**src/hdl/stm_pkg.sv**
```systemverilog
package stm_pkg;

   // Result slots one input character can produce: a held tag prefix of up to
   // four characters plus the character itself.
   localparam int MaxResults = 5;
   localparam int HeldMax    = 4;
   localparam int CharW      = 8;
   localparam int ProgW      = 3;
   localparam int CountW     = 3;

   typedef logic [CharW-1:0] char_type;
   typedef logic [1:0]       style_type;
   typedef logic [ProgW-1:0] prog_type;

   localparam style_type STYLE_NORMAL      = 2'd0;
   localparam style_type STYLE_BOLD        = 2'd1;
   localparam style_type STYLE_ITALIC      = 2'd2;
   localparam style_type STYLE_BOLD_ITALIC = 2'd3;

   localparam char_type CH_LBRACK = 8'h5B;
   localparam char_type CH_RBRACK = 8'h5D;
   localparam char_type CH_BSLASH = 8'h5C;
   localparam char_type CH_B      = 8'h62;
   localparam char_type CH_I      = 8'h69;

   localparam prog_type PROG_NONE    = 3'd0;
   localparam prog_type PROG_LBRACK  = 3'd1;
   localparam prog_type PROG_B       = 3'd2;
   localparam prog_type PROG_I       = 3'd3;
   localparam prog_type PROG_BI      = 3'd4;

   typedef struct packed {
      char_type [HeldMax-1:0] chars;
      logic [CountW-1:0]      count;
   } held_type;

   typedef struct packed {
      char_type [MaxResults-1:0] chars;
      logic [CountW-1:0]         length;
   } close_type;

   // Results of one input character, all in one style.
   typedef struct packed {
      char_type [MaxResults-1:0] chars;
      logic [CountW-1:0]         count;
      style_type                 style;
      logic                      msg_end;
      logic                      marker;
   } bundle_type;

   function automatic close_type close_tag(input style_type style);
      close_type t;
      t = '0;
      case (style)
         STYLE_BOLD: begin
            t.chars  = {8'h00, CH_RBRACK, CH_B, CH_BSLASH, CH_LBRACK};
            t.length = 3'd4;
         end
         STYLE_ITALIC: begin
            t.chars  = {8'h00, CH_RBRACK, CH_I, CH_BSLASH, CH_LBRACK};
            t.length = 3'd4;
         end
         STYLE_BOLD_ITALIC: begin
            t.chars  = {CH_RBRACK, CH_I, CH_B, CH_BSLASH, CH_LBRACK};
            t.length = 3'd5;
         end
         default: t = '0;
      endcase
      return t;
   endfunction

   // Characters held back for a partial tag, as released when the match fails.
   function automatic held_type held_prefix(input style_type style, input prog_type prog);
      held_type  h;
      close_type t;
      h = '0;
      t = close_tag(style);
      if (style == STYLE_NORMAL) begin
         unique case (prog)
            PROG_LBRACK: begin
               h.chars[0] = CH_LBRACK;
               h.count    = 3'd1;
            end
            PROG_B: begin
               h.chars[1:0] = {CH_B, CH_LBRACK};
               h.count      = 3'd2;
            end
            PROG_I: begin
               h.chars[1:0] = {CH_I, CH_LBRACK};
               h.count      = 3'd2;
            end
            PROG_BI: begin
               h.chars[2:0] = {CH_I, CH_B, CH_LBRACK};
               h.count      = 3'd3;
            end
            default: h = '0;
         endcase
      end else if (prog < t.length) begin
         h.chars = t.chars[HeldMax-1:0];
         h.count = prog;
      end
      return h;
   endfunction

endpackage

```
**src/hdl/stm_decode.sv**
```systemverilog
module stm_decode (
   input  logic                clock,
   input  logic                reset,
   input  logic                advance,
   input  stm_pkg::char_type   text_char,
   input  logic                message_last,
   output stm_pkg::bundle_type bundle
);

   stm_pkg::style_type style_ff, style_in;
   stm_pkg::prog_type  prog_ff, prog_in;

   always_comb begin
      stm_pkg::close_type tag;
      stm_pkg::held_type  h;
      stm_pkg::style_type ns;
      stm_pkg::prog_type  np;
      stm_pkg::char_type  tag_char;
      logic [stm_pkg::CountW-1:0] n;
      logic taken;

      tag      = stm_pkg::close_tag(style_ff);
      tag_char = (prog_ff < tag.length) ? tag.chars[prog_ff] : 8'h00;
      ns       = style_ff;
      np       = prog_ff;
      taken    = 1'b0;
      n        = '0;
      h        = '0;
      bundle   = '0;

      if (style_ff == stm_pkg::STYLE_NORMAL) begin
         if (prog_ff == stm_pkg::PROG_LBRACK && text_char == stm_pkg::CH_B) begin
            np    = stm_pkg::PROG_B;
            taken = 1'b1;
         end else if (prog_ff == stm_pkg::PROG_LBRACK && text_char == stm_pkg::CH_I) begin
            np    = stm_pkg::PROG_I;
            taken = 1'b1;
         end else if (prog_ff == stm_pkg::PROG_B && text_char == stm_pkg::CH_I) begin
            np    = stm_pkg::PROG_BI;
            taken = 1'b1;
         end else if (prog_ff >= stm_pkg::PROG_B && prog_ff <= stm_pkg::PROG_BI &&
                      text_char == stm_pkg::CH_RBRACK) begin
            // The prefix codes follow the style codes shifted by one.
            ns    = 2'(prog_ff - 3'd1);
            np    = stm_pkg::PROG_NONE;
            taken = 1'b1;
         end
      end else if (prog_ff < tag.length && text_char == tag_char) begin
         np    = prog_ff + 3'd1;
         taken = 1'b1;
         if (np == tag.length) begin
            ns = stm_pkg::STYLE_NORMAL;
            np = stm_pkg::PROG_NONE;
         end
      end

      if (!taken) begin
         h = stm_pkg::held_prefix(style_ff, prog_ff);
         bundle.chars[stm_pkg::HeldMax-1:0] = h.chars;
         n  = h.count;
         np = stm_pkg::PROG_NONE;
         if (text_char == stm_pkg::CH_LBRACK) begin
            np = stm_pkg::PROG_LBRACK;
         end else begin
            bundle.chars[n] = text_char;
            n = n + 3'd1;
         end
      end

      bundle.style = ns;

      if (message_last) begin
         h = stm_pkg::held_prefix(ns, np);
         for (int i = 0; i < stm_pkg::HeldMax; i++) begin
            if (3'(i) < h.count) begin
               bundle.chars[n] = h.chars[i];
               n = n + 3'd1;
            end
         end
         if (n == '0) begin
            bundle.marker = 1'b1;
            bundle.style  = stm_pkg::STYLE_NORMAL;
            n = 3'd1;
         end
         bundle.msg_end = 1'b1;
         ns = stm_pkg::STYLE_NORMAL;
         np = stm_pkg::PROG_NONE;
      end

      bundle.count = n;
      style_in     = ns;
      prog_in      = np;
   end

   always_ff @(posedge clock) begin
      if (reset) begin
         style_ff <= stm_pkg::STYLE_NORMAL;
         prog_ff  <= stm_pkg::PROG_NONE;
      end else if (advance) begin
         style_ff <= style_in;
         prog_ff  <= prog_in;
      end
   end

endmodule

```
**src/hdl/stm_result_buf.sv**
```systemverilog
module stm_result_buf (
   input  logic                clock,
   input  logic                reset,
   input  logic                load,
   input  stm_pkg::bundle_type bundle,
   output logic                buf_free,
   output logic                rsp_valid,
   input  logic                rsp_stall,
   output stm_pkg::char_type   rsp_out_char,
   output logic                rsp_char_valid,
   output stm_pkg::style_type  rsp_char_style,
   output logic                rsp_run_last,
   output logic                rsp_message_end
);

   stm_pkg::char_type [stm_pkg::MaxResults-1:0] chars_ff;
   logic [stm_pkg::CountW-1:0] cnt_ff;
   stm_pkg::style_type         style_ff;
   logic                       end_ff;
   logic                       marker_ff;
   logic                       xfer;

   assign rsp_valid = (cnt_ff != '0);
   assign xfer      = rsp_valid && !rsp_stall;
   // Room for a new set of results once the last one left is going out.
   assign buf_free  = (cnt_ff == '0) || (cnt_ff == 3'd1 && !rsp_stall);

   assign rsp_out_char    = chars_ff[0];
   assign rsp_char_valid  = !marker_ff;
   assign rsp_char_style  = style_ff;
   assign rsp_run_last    = (cnt_ff == 3'd1);
   assign rsp_message_end = (cnt_ff == 3'd1) && end_ff;

   always_ff @(posedge clock) begin
      if (reset) begin
         cnt_ff <= '0;
      end else if (load) begin
         cnt_ff <= bundle.count;
      end else if (xfer) begin
         cnt_ff <= cnt_ff - 3'd1;
      end
   end

   always_ff @(posedge clock) begin
      if (load) begin
         chars_ff  <= bundle.chars;
         style_ff  <= bundle.style;
         end_ff    <= bundle.msg_end;
         marker_ff <= bundle.marker;
      end else if (xfer) begin
         chars_ff <= {8'h00, chars_ff[stm_pkg::MaxResults-1:1]};
      end
   end

endmodule

```
**src/hdl/style_tag_markup_splitter.sv**
```systemverilog
// A released character passes through the input register and then the result buffer to rsp.
// Throughput: one input character per cycle while each yields at most one result and rsp
// is not stalled; a character that yields k results holds the buffer until all k are sent.
// Reset is synchronous and active high; it empties the input register and the result buffer
// and returns the span style to normal with no partial tag held.
module style_tag_markup_splitter (
   input  logic               clock,
   input  logic               reset,
   input  logic               req_valid,
   output logic               req_stall,
   input  stm_pkg::char_type  req_text_char,
   input  logic               req_message_last,
   output logic               rsp_valid,
   input  logic               rsp_stall,
   output stm_pkg::char_type  rsp_out_char,
   output logic               rsp_char_valid,
   output stm_pkg::style_type rsp_char_style,
   output logic               rsp_run_last,
   output logic               rsp_message_end
);

   // Input register. It holds one accepted character until the decode
   // result can be moved into the result buffer.
   logic              in_vld_ff, in_vld_in;
   stm_pkg::char_type in_char_ff;
   logic              in_last_ff;

   stm_pkg::bundle_type bundle;
   logic                buf_free;
   logic                advance;
   logic                accept;

   // A character that releases nothing only updates the tag state, so it
   // moves on even while the result buffer is still draining. Anything else
   // waits until the buffer is empty or its final result is being taken.
   assign advance   = in_vld_ff && ((bundle.count == '0) || buf_free);
   assign req_stall = in_vld_ff && !advance;
   assign accept    = req_valid && !req_stall;

   always_comb begin
      in_vld_in = in_vld_ff;
      if (accept) begin
         in_vld_in = 1'b1;
      end else if (advance) begin
         in_vld_in = 1'b0;
      end
   end

   always_ff @(posedge clock) begin
      if (reset) begin
         in_vld_ff <= 1'b0;
      end else begin
         in_vld_ff <= in_vld_in;
      end
   end

   always_ff @(posedge clock) begin
      if (accept) begin
         in_char_ff <= req_text_char;
         in_last_ff <= req_message_last;
      end
   end

   // Tag matching and release of held characters. The span style and the
   // partial tag progress update when the character in the input register advances.
   stm_decode u_decode (
      .clock        (clock),
      .reset        (reset),
      .advance      (advance),
      .text_char    (in_char_ff),
      .message_last (in_last_ff),
      .bundle       (bundle)
   );

   // Result buffer: up to five results, sent one per rsp transfer.
   stm_result_buf u_result_buf (
      .clock           (clock),
      .reset           (reset),
      .load            (advance && (bundle.count != '0)),
      .bundle          (bundle),
      .buf_free        (buf_free),
      .rsp_valid       (rsp_valid),
      .rsp_stall       (rsp_stall),
      .rsp_out_char    (rsp_out_char),
      .rsp_char_valid  (rsp_char_valid),
      .rsp_char_style  (rsp_char_style),
      .rsp_run_last    (rsp_run_last),
      .rsp_message_end (rsp_message_end)
   );

endmodule

```
**config.mk**
```make
export PLATFORM = sky130hd
export DESIGN_NAME = style_tag_markup_splitter
export DESIGN_NICKNAME = d
export VERILOG_FILES = /design/src/hdl/stm_pkg.sv /design/src/hdl/stm_decode.sv /design/src/hdl/stm_result_buf.sv /design/src/hdl/style_tag_markup_splitter.sv
export SDC_FILE = /design/constraint.sdc
export NUM_CORES = 1
export LEC_CHECK = 0
export CAP_MARGIN = 5
export CORE_MARGIN = 1.5
export CORE_UTILIZATION = 30
export CTS_BUF_LIST = sky130_fd_sc_hd__clkbuf_4 sky130_fd_sc_hd__clkbuf_8
export CTS_CLUSTER_SIZE = 12
export DETAILED_ROUTE_END_ITERATION = 6
export DONT_BUFFER_PORTS = 1
export SLEW_MARGIN = 0
export SYNTH_ARGS = -nofsm -noshare
export SYNTH_HDL_FRONTEND = slang
export SYNTH_SLANG_ARGS = --single-unit
```
**constraint.sdc**
```tcl
create_clock -name clock -period 16.9 [get_ports clock]
set_clock_uncertainty 0.2 [all_clocks]
set_input_delay 3.38 -clock clock [delete_from_list [all_inputs] [get_ports clock]]
set_output_delay 3.38 -clock clock [all_outputs]
set_load 0.05 [all_outputs]
```
==> flow_summary.json, run 1 <==
{
  "outcome": "finished, violations left",
  "violations": "DRC",
  "ir_worst_vdd_uv": 107,
  "via_per_inst": 5.85,
  "synth-compound-area-share_pct": 22.3,
  "n_antenna_cell": 0,
  "drt-pass1-iter-count": 7,
  "cp_slowest_stage_delay_ns": 0.66,
  "post-route-util_pct": 32.4,
  "pwr-share-seq_pct": 51.8,
  "drc": 3,
  "dp.cells": 839,
  "critical_path.slowest_cell": "or4_1",
  "cp.required_ns": 13.32,
  "power.net_switching_mw": 0.240,
  "endpoint": "req_stall",
  "worstSkewPairLatency_ns": 0.38,
  "die_w_um": 140,
  "synth_common_cells": "69 x nand2_1, 56 x nor2_1, 53 x edfxtp_1",
  "yosys.area_share.simple_pct": 22.5,
  "synthAdderAreaFrac_pct": 5.14,
  "holdBufCountCts": 0,
  "path_max_fanout": 21,
  "min_from": "u_decode.style_ff[0]",
  "cts_tree": "done",
  "worst_slew_pin_slew_ns": 1.01,
  "setup.worst_path.end_class": "output pin",
  "vias": 5004,
  "placed_cell_area_sq_um": 5710,
  "yosysSeqAreaShare_pct": 31.6,
  "grt_max_degree": 41,
  "worstRegToRegCells": 35,
  "critical_path_class": "reg2out",
  "power-per-cell-area_nw_per_um2": 105,
  "num_io_pins": 28,
  "clkTransAtPathRegs_ns": 0.07,
  "p_leak_nw": 2.14,
  "synthTopCellsByArea": "edfxtp_1 28%, ha_1 5.1%, nand2_1 4.6%",
  "fin_tns_setup_ns": 0,
  "cts_htree_levels": 3,
  "layout_min_cycle_time_ns": 12.75,
  "dp_hpwl_um": 12700,
  "reg2reg_to": "u_result_buf.chars_ff[23]",
  "grt_antenna_before_repair": 0,
  "swShare_pct": 38.8,
  "reg2reg_setup_slack_ns": 6.66,
  "cts_buffers": 9,
  "start_util_pct": 30.8,
  "grt_pass1_vias": 4733,
  "gp_congestion": 0.973,
  "p_clk_share_pct": 19.4,
  "final_cells": 855,
  "antenna_left": 0,
  "grt_setup_unrepaired": "no",
  "fmax_ghz": 0.0784,
  "final_area_sq_um": 5880,
  "report.final.slew_viol_count": 0,
  "fin_nets": 657,
  "synthCells": 646,
  "io_buffers": 0,
  "yosys_most_used_dff": "edfxtp_1",
  "drt-wirelength-per-cell_um": 19.8,
  "dpl_worst_slack_ns": 4.66,
  "postCtsSetupBuffers": 0,
  "synth_most_common_cell": "nand2_1",
  "maxCapViolCount": 0,
  "wl_um": 16900,
  "core_sq_um": 18100,
  "yosysWarnings": 0,
  "reg2reg_from": "u_decode.style_ff[0]",
  "drtIter0Drc": 627,
  "intPower_mw": 0.378,
  "synthXorXnorAreaFrac_pct": 3.15,
  "startpoint": "u_decode.style_ff[0]",
  "synth_fp_nets": 682,
  "synth.mux.area_fraction_pct": 9.05,
  "post_route_cells_drive_above_1_share_pct": 10.5,
  "slew_headroom_pct": 32.8,
  "final.period_utilization_pct": 75.5,
  "hold_violations": 0,
  "synth_edf_count": 53,
  "async_flop_share_pct": 0,
  "area_growth_pct": 5.05,
  "ctsResizeCount": 0,
  "die_y_um": 140,
  "grt_usage_pct": 17.6,
  "synth_top_family_by_area": "simple AND/OR/NAND/NOR gates",
  "syn_area_sq_um": 5600,
  "cts_buffer_depth": 2,
  "synth_cell_types": 89,
  "crit_arrival_ns": 9.17,
  "yosysTopAreaCell": "edfxtp_1",
  "start_kind": "register",
  "synth_top_area_share_pct": 28.4,
  "setup_violations": 0,
  "grt_pass1_wl_um": 26400,
  "core.rowCount": 49,
  "grt_remaining_overflow": 0,
  "fin_ws_ns": 4.15,
  "dieArea_sq_um": 19500,
  "syn-mean-instance-area_sq_um": 8.67,
  "clock-sinks": 62,
  "synth_seq_cells": 62,
  "p_comb_share_pct": 28.9,
  "root_buffer": "clkbuf_8",
  "hold_class": "reg2reg",
  "cp_common_cell": "ha_1"
}
[power by group through the flow]
stage          clock network (mW)  logic, mW  registers [mW]
2_1_floorplan                   0      0.210           0.272
3_3_place_gp                    0      0.179           0.322
3_5_place_dp                    0      0.181           0.324
4_1_cts                     0.123      0.182           0.320
5_1_grt                     0.128      0.197           0.326
6_report                    0.120      0.178           0.320
[flip-flops by register name, summed over array words and instances (netlist names)]
name	count
u_result_buf.rsp_out_char	8
u_decode.prog_ff	3
u_decode.style_ff	2
in_char_ff	8
u_result_buf.chars_ff	32
u_result_buf.end_ff	1
u_result_buf.rsp_char_style	2
u_result_buf.cnt_ff	3
in_last_ff	1
u_result_buf.marker_ff	1
in_vld_ff	1
[worst min path at each step]
| stage | endpoint | cells past startpoint |
|---|---|---|
| CTS | u_decode.style_ff[0] | 2 |
| global route | u_result_buf.chars_ff[30] | 1 |
| floorplan | u_result_buf.end_ff | 0 |
| global placement | u_decode.style_ff[1] | 2 |
| detailed placement | u_decode.style_ff[0] | 2 |
| finish | u_decode.style_ff[0] | 2 |
[cell families (layout without fill, tap and decap cells)]
family                     count (synthesis)  count (layout)
and+or+nand+nor                          252             252
AOI/OAI and AO/OA                        175             175
buffers and inverters                     76              56
DFF                                       62              62
muxes                                     42              42
adders and majority gates                 23              23
xor gates and xnor gates                  16              16
[per-layer routing]
metal / track usage (%) / wire length (um) / vias up / share of wire [%]
met5: 0 / 0 / - / 0
li1: - / - / 2367 / -
met3: 4.34 / 1310 / 49 / 7.7
met4: 7.81 / 622 / 0 / 3.7
met1: 23.2 / 7610 / 2362 / 45
met2: 27.2 / 7390 / 226 / 44
[final cells by class]
type	count	area, sq um
fillers	1920	12300
flip-flops and latches	62	1770
well taps	229	287
clock buffers	10	131
inverters	35	134
repair buffers	5	37.5
clock inverters	6	38.8
multi-input cells	508	3480
[cells in the final DEF (no fill, tap or decap), types with 14 or more instances in the layout]
cell type,n
ha_1,23
and3_1,14
o21ai_0,26
edfxtp_1,53
inv_1,31
nor3_1,23
mux2i_1,20
a21oi_1,39
mux2_4,15
nor2_1,56
nand2_1,68
nand3_1,27
[critical path, delay by kind of cell, from the launching register on]
kind,cells,cell delay [ns]
compound gates,11,2.60
xor+xnor,2,0.62
fa+ha+maj,5,1.89
buf+inv,6,0.90
flops,1,0.36
mux,2,0.82
simple gates,9,1.62
[through the flow]
stage          hold slack (ns)  power [mW]
6_report                 0.340       0.618
5_1_grt                  0.354       0.651
4_1_cts                  0.341       0.626
3_5_place_dp             0.332       0.505
3_3_place_gp             0.320       0.501
2_1_floorplan            0.248       0.482
No activity file was read; power rests on OpenSTA's default activity.
==> inputs of run 2 (changes only) <==
--- a/config.mk
+++ b/config.mk
@@ -5,6 +5,7 @@
 export SDC_FILE = /design/constraint.sdc
 export NUM_CORES = 1
 export LEC_CHECK = 0
+export ABC_AREA = 1
 export CAP_MARGIN = 5
 export CORE_MARGIN = 1.5
 export CORE_UTILIZATION = 30
==> constraint.sdc (replaced) <==
create_clock -name clock -period 11.95 [get_ports clock]
set_clock_uncertainty 0.2 [all_clocks]
set_input_delay 2.39 -clock clock [delete_from_list [all_inputs] [get_ports clock]]
set_output_delay 2.39 -clock clock [all_outputs]
set_load 0.05 [all_outputs]
==> run 2 against run 1 <==
  * The flow now finishes without violations
  * Global-route usage shrank 0.71 points
  * Largest cell class unchanged
  * Highest routed layer unchanged
  * Register-to-register slack got worse by 2.5 ns
  * Via count up 11%
  * Critical endpoint unchanged
==> flow_summary.json, run 2 <==
{
  "setup.worst_path.end_class": "output pin",
  "die_w_um": 143,
  "grt_pass1_wl_um": 26500,
  "synth_fp_nets": 892,
  "synth_common_cells": "242 x nand2_1, 95 x inv_1, 89 x nor2_1",
  "worstRegToRegCells": 34,
  "async_flop_share_pct": 0,
  "dieArea_sq_um": 20500,
  "multi_input_area_sq_um": 3510,
  "reg2reg_from": "u_decode.style_ff[1]",
  "yosysSeqAreaShare_pct": 30.0,
  "cp_slowest_stage_delay_ns": 0.57,
  "start_kind": "register",
  "grt_setup_unrepaired": "no",
  "cp_common_cell": "nand2_1",
  "worst_slew_pin_slew_ns": 0.931,
  "synth_cell_types": 53,
  "synth_edf_count": 53,
  "grt_antenna_before_repair": 0,
  "whs_path_depth": 2,
  "wl_um": 16400,
  "synth_seq_cells": 62,
  "layout_min_cycle_time_ns": 9.10,
  "path_max_fanout": 17,
  "worstSkewPairLatency_ns": 0.38,
  "final_common_cell": "nand2_1",
  "synthCells": 856,
  "min_from": "u_result_buf.cnt_ff[1]",
  "top_register": "u_result_buf.chars_ff",
  "grt_usage_pct": 16.8,
  "clock-sinks": 62,
  "cts_htree_levels": 3,
  "fmax_ghz": 0.110,
  "grt_remaining_overflow": 0,
  "core_sq_um": 19400,
  "drc": 0,
  "root_buffer": "clkbuf_8",
  "final.period_utilization_pct": 76.1,
  "synth_top_area_share_pct": 26.9,
  "critical-path-top-delay-family": "simple AND/OR/NAND/NOR gates",
  "drtIter0Drc": 463,
  "fin_tns_setup_ns": 0,
  "cts_tree": "done",
  "n_antenna_cell": 0,
  "vias": 5559,
  "io_buffers": 0,
  "fillCellCount": 2116,
  "crit_arrival_ns": 6.51,
  "clkTransAtPathRegs_ns": 0.08,
  "syn-mean-instance-area_sq_um": 6.90,
  "drt-wirelength-per-cell_um": 14.8,
  "critical_path.slowest_cell": "ha_1",
  "antenna_left": 0,
  "die_y_um": 143,
  "slew_headroom_pct": 37.7,
  "synthTopCellsByArea": "edfxtp_1 27%, nand2_1 15%, inv_1 6.0%",
  "postCtsSetupBuffers": 0,
  "reg2reg_setup_slack_ns": 4.12,
  "reg2reg_to": "u_result_buf.chars_ff[15]",
  "dp_hpwl_um": 12700,
  "crit_cells": 34,
  "hold_class": "reg2reg",
  "grt_max_degree": 65,
  "critPathBufInv": 4,
  "num_io_pins": 28,
  "maxCapViolCount": 0,
  "report.final.slew_viol_count": 0,
  "holdBufCountCts": 0,
  "ctsResizeCount": 0,
  "syn_area_sq_um": 5910,
  "cp.required_ns": 9.36,
  "yosysWarnings": 0,
  "area_growth_pct": 5.61,
  "cts_buffers": 9,
  "outcome": "completed",
  "gp_congestion": 0.923,
  "setup_violations": 0,
  "start_util_pct": 30.5,
  "synth_most_common_cell": "nand2_1",
  "core.rowCount": 51,
  "largest_reg_flops": 32,
  "fin_nets": 874,
  "post_route_cells_drive_above_1_share_pct": 12.2,
  "layout_common_cells": "241 x nand2_1, 95 x inv_1, 89 x nor2_1, 62 x nand3_1, 53 x edfxtp_1",
  "cts_buffer_depth": 2,
  "critical_path_class": "reg2out",
  "grt_pass1_vias": 5103,
  "yosysTopAreaCell": "edfxtp_1",
  "via_per_inst": 5.02,
  "min_to": "u_result_buf.cnt_ff[1]",
  "drt-pass1-iter-count": 5,
  "regArea_sq_um": 1770,
  "hold_violations": 0,
  "yosys_most_used_dff": "edfxtp_1"
}
## run 2: tightest hold or removal path: stages, from the launching register on
cell and delay, ns:
dfxtp_1 0.32, nand3_1 0.09, a21oi_2 0.06
## run 2: cell families after synthesis
logic type / after synthesis / synth area share (%)
flip-flops: 62 / 30.0
adder cells (fa/ha/maj): 23 / 4.87
buffers and inverters: 140 / 10.7
AND/OR/NAND/NOR: 486 / 39.3
XOR/XNOR: 3 / 0.445
AO/OA/AOI/OAI: 142 / 14.7
## run 2: per-layer routing
layer	global-route usage, %	share of wire (%)
met1	21.6	45
met2	27.4	48
met3	3.23	4.7
met4	7.63	3.0
met5	0	0
## run 2: through the flow
stage	util [%]	instances	setup slack [ns]	hold WS, ns	cell area (sq um)
2_1_floorplan	-	856	4.19	0.269	5910
3_3_place_gp	31.2	1092	3.38	0.282	6040
3_5_place_dp	31.2	1092	3.29	0.287	6040
4_1_cts	32.2	1108	2.85	0.302	6240
5_1_grt	32.2	1108	2.20	0.331	6240
6_report	32.2	1108	2.85	0.301	6240
## run 2: final cells by class
| type | instances | area share [%] |
|---|---|---|
| clock buffers | 10 | 2.11 |
| clock inverters | 6 | 1.00 |
| inverters | 109 | 6.70 |
| multi-input cells | 654 | 56.2 |
| flip-flops and latches | 62 | 28.4 |
| well taps | 265 | 5.31 |
| repair buffers | 2 | 0.241 |
## run 2: worst max path at each step
stage,startpoint,to,slack [ns]
after floorplan,u_decode.style_ff[0],req_stall,4.19
after global placement,u_decode.style_ff[0],req_stall,3.38
after detailed placement,u_decode.style_ff[1],req_stall,3.29
after CTS,u_decode.style_ff[1],req_stall,2.85
after global routing,u_decode.style_ff[1],req_stall,2.20
final,u_decode.style_ff[1],req_stall,2.85
Power of run 2 is not shown: default switching activity piles up to over one toggle a cycle in this logic, so the estimate is an artifact.
==> inputs of run 3 (changes only) <==
==> constraint.sdc (replaced) <==
create_clock -name clock -period 7.7 [get_ports clock]
set_clock_uncertainty 0.2 [all_clocks]
set_input_delay 1.54 -clock clock [delete_from_list [all_inputs] [get_ports clock]]
set_output_delay 1.54 -clock clock [all_outputs]
set_load 0.05 [all_outputs]
==> run 3 against run 2 <==
  * Hold slack got worse by 0.0031 ns
  * Cell area grew 3.0%
  * Non-clock buffer count up 15
  * Worst setup slack got worse by 2.5 ns
  * Final cell count is 1.4% higher
  * Count of clock-buffer cells in the layout did not move
  * Utilization rose by 0.97 points
  * Largest cell class unchanged
  * Routed wire length increased by 0.79%
  * Sequential cell count stayed put
  * Sequential share of layout area is 0.73 points lower
==> flow_summary.json, run 3 (synthesis gave the netlist of run 2 again) <==
{
  "grt_usage_pct": 16.7,
  "vias": 5593,
  "final.period_utilization_pct": 95.5,
  "root_buffer": "clkbuf_8",
  "cp_slowest_stage_delay_ns": 0.56,
  "start_util_pct": 30.5,
  "report.final.slew_viol_count": 0,
  "setup.worst_path.end_class": "output pin",
  "cp.required_ns": 5.96,
  "io_buffers": 0,
  "fin_nets": 889,
  "drtIter0Drc": 396,
  "holdBufCountCts": 0,
  "die_w_um": 143,
  "wl_um": 16500,
  "grt_pass1_wl_um": 26300,
  "final_cells": 1123,
  "largest_reg_flops": 32,
  "clock-sinks": 62,
  "cts_buffer_depth": 2,
  "core.rowCount": 51,
  "grt_antenna_before_repair": 0,
  "via_per_inst": 4.98,
  "critical_path_class": "reg2out",
  "cts_buffers": 9,
  "cts_tree": "done",
  "fillCellCount": 2098,
  "gp_congestion": 0.958,
  "slew_headroom_pct": 36.0,
  "n_antenna_cell": 0,
  "dp.cells": 1100,
  "grt_max_degree": 64,
  "crit_arrival_ns": 5.61,
  "worstRegToRegCells": 33,
  "num_io_pins": 28,
  "clkTransAtPathRegs_ns": 0.08,
  "hold_class": "reg2reg",
  "dp_hpwl_um": 12800,
  "worstSkewPairLatency_ns": 0.37,
  "whs_path_depth": 2,
  "maxCapViolCount": 0,
  "cts_htree_levels": 3,
  "die_y_um": 143,
  "fin_tns_setup_ns": 0,
  "fmax_ghz": 0.136,
  "drt-wirelength-per-cell_um": 14.7,
  "min_from": "u_result_buf.cnt_ff[1]",
  "grt_remaining_overflow": 0,
  "top_register": "u_result_buf.chars_ff",
  "cp_common_cell": "nand2_1",
  "layout_common_cells": "240 x nand2_1, 93 x inv_1, 88 x nor2_1, 60 x nand3_1, 53 x edfxtp_1",
  "hold_violations": 0,
  "outcome": "completed",
  "grt_pass1_vias": 5084,
  "path_max_fanout": 9,
  "drc": 0,
  "setup_violations": 0,
  "post_route_cells_drive_above_1_share_pct": 15.2,
  "final_common_cell": "nand2_1",
  "core_sq_um": 19400,
  "layout_min_cycle_time_ns": 7.35,
  "drt-pass1-iter-count": 5,
  "worst_slew_pin_slew_ns": 0.959,
  "start_kind": "register",
  "dieArea_sq_um": 20500,
  "critical_path.slowest_cell": "edfxtp_1",
  "area_growth_pct": 8.79,
  "antenna_left": 0,
  "reg2reg_from": "in_char_ff[4]",
  "startpoint": "in_char_ff[4]"
}
run 3: cell count changes in the layout (fill, tap and decap cells not counted), moves of 2 or more:
cell | previous run | this run
buf_4 | 2 | 16
dfxtp_1 | 9 | 6
ha_1 | 23 | 20
dfxtp_2 | 0 | 2
ha_4 | 0 | 2
inv_1 | 95 | 93
nand3_1 | 62 | 60
run 3: per-layer routing:
metal,wire (um),track usage (%),part of all wire [%],up-vias
li1,-,-,-,2839
met1,7360,21.4,45,2538
met2,7650,26.8,46,172
met3,886,3.00,5.4,44
met4,633,8.65,3.8,0
met5,0,0,0,-
run 3: metrics by stage:
step	util, %	hold slack (ns)	worst slack (ns)	instance area (sq um)
after floorplan	-	0.269	0.787	5910
after global placement	31.5	0.283	0.613	6120
after detailed placement	31.5	0.284	0.483	6120
after CTS	32.5	0.295	0.0379	6310
after global routing	33.1	0.327	-0.0175	6430
final	33.1	0.298	0.348	6430
run 3: cell type report:
| cell class | instances | area (sq um) | area share (%) |
|---|---|---|---|
| timing repair buffer | 17 | 140 | 2.18 |
| tap | 265 | 332 | 5.16 |
| sequential | 62 | 1780 | 27.7 |
| multi-input combinational | 654 | 3560 | 55.4 |
| clock buffer | 10 | 131 | 2.04 |
| inverter | 109 | 420 | 6.54 |
| clock inverter | 6 | 62.6 | 0.974 |
run 3: path summary, 6_finish.rpt:
check	endpoint	slack [ns]
max	req_stall	0.35
min	u_result_buf.cnt_ff[1]	0.30
max reg2reg	u_result_buf.rsp_out_char[4]	1.24
min reg2reg	u_result_buf.cnt_ff[1]	0.30
run 3: repair_timing:
action,CTS,global route
resized for setup,0,17
hold endpoints to repair,0,0
endpoints found under the setup margin,0,1
setup buffers,0,7
run 3: critical path: cells and delay by family, from the launching register on:
kind	cells	cell delay, ns
AO/OA/AOI/OAI	3	0.58
AND/OR/NAND/NOR	20	2.50
flip-flops	1	0.56
buffers and inverters	5	0.60
adder cells (fa/ha/maj)	4	0.99
Power of run 3 is left out for the same reason.
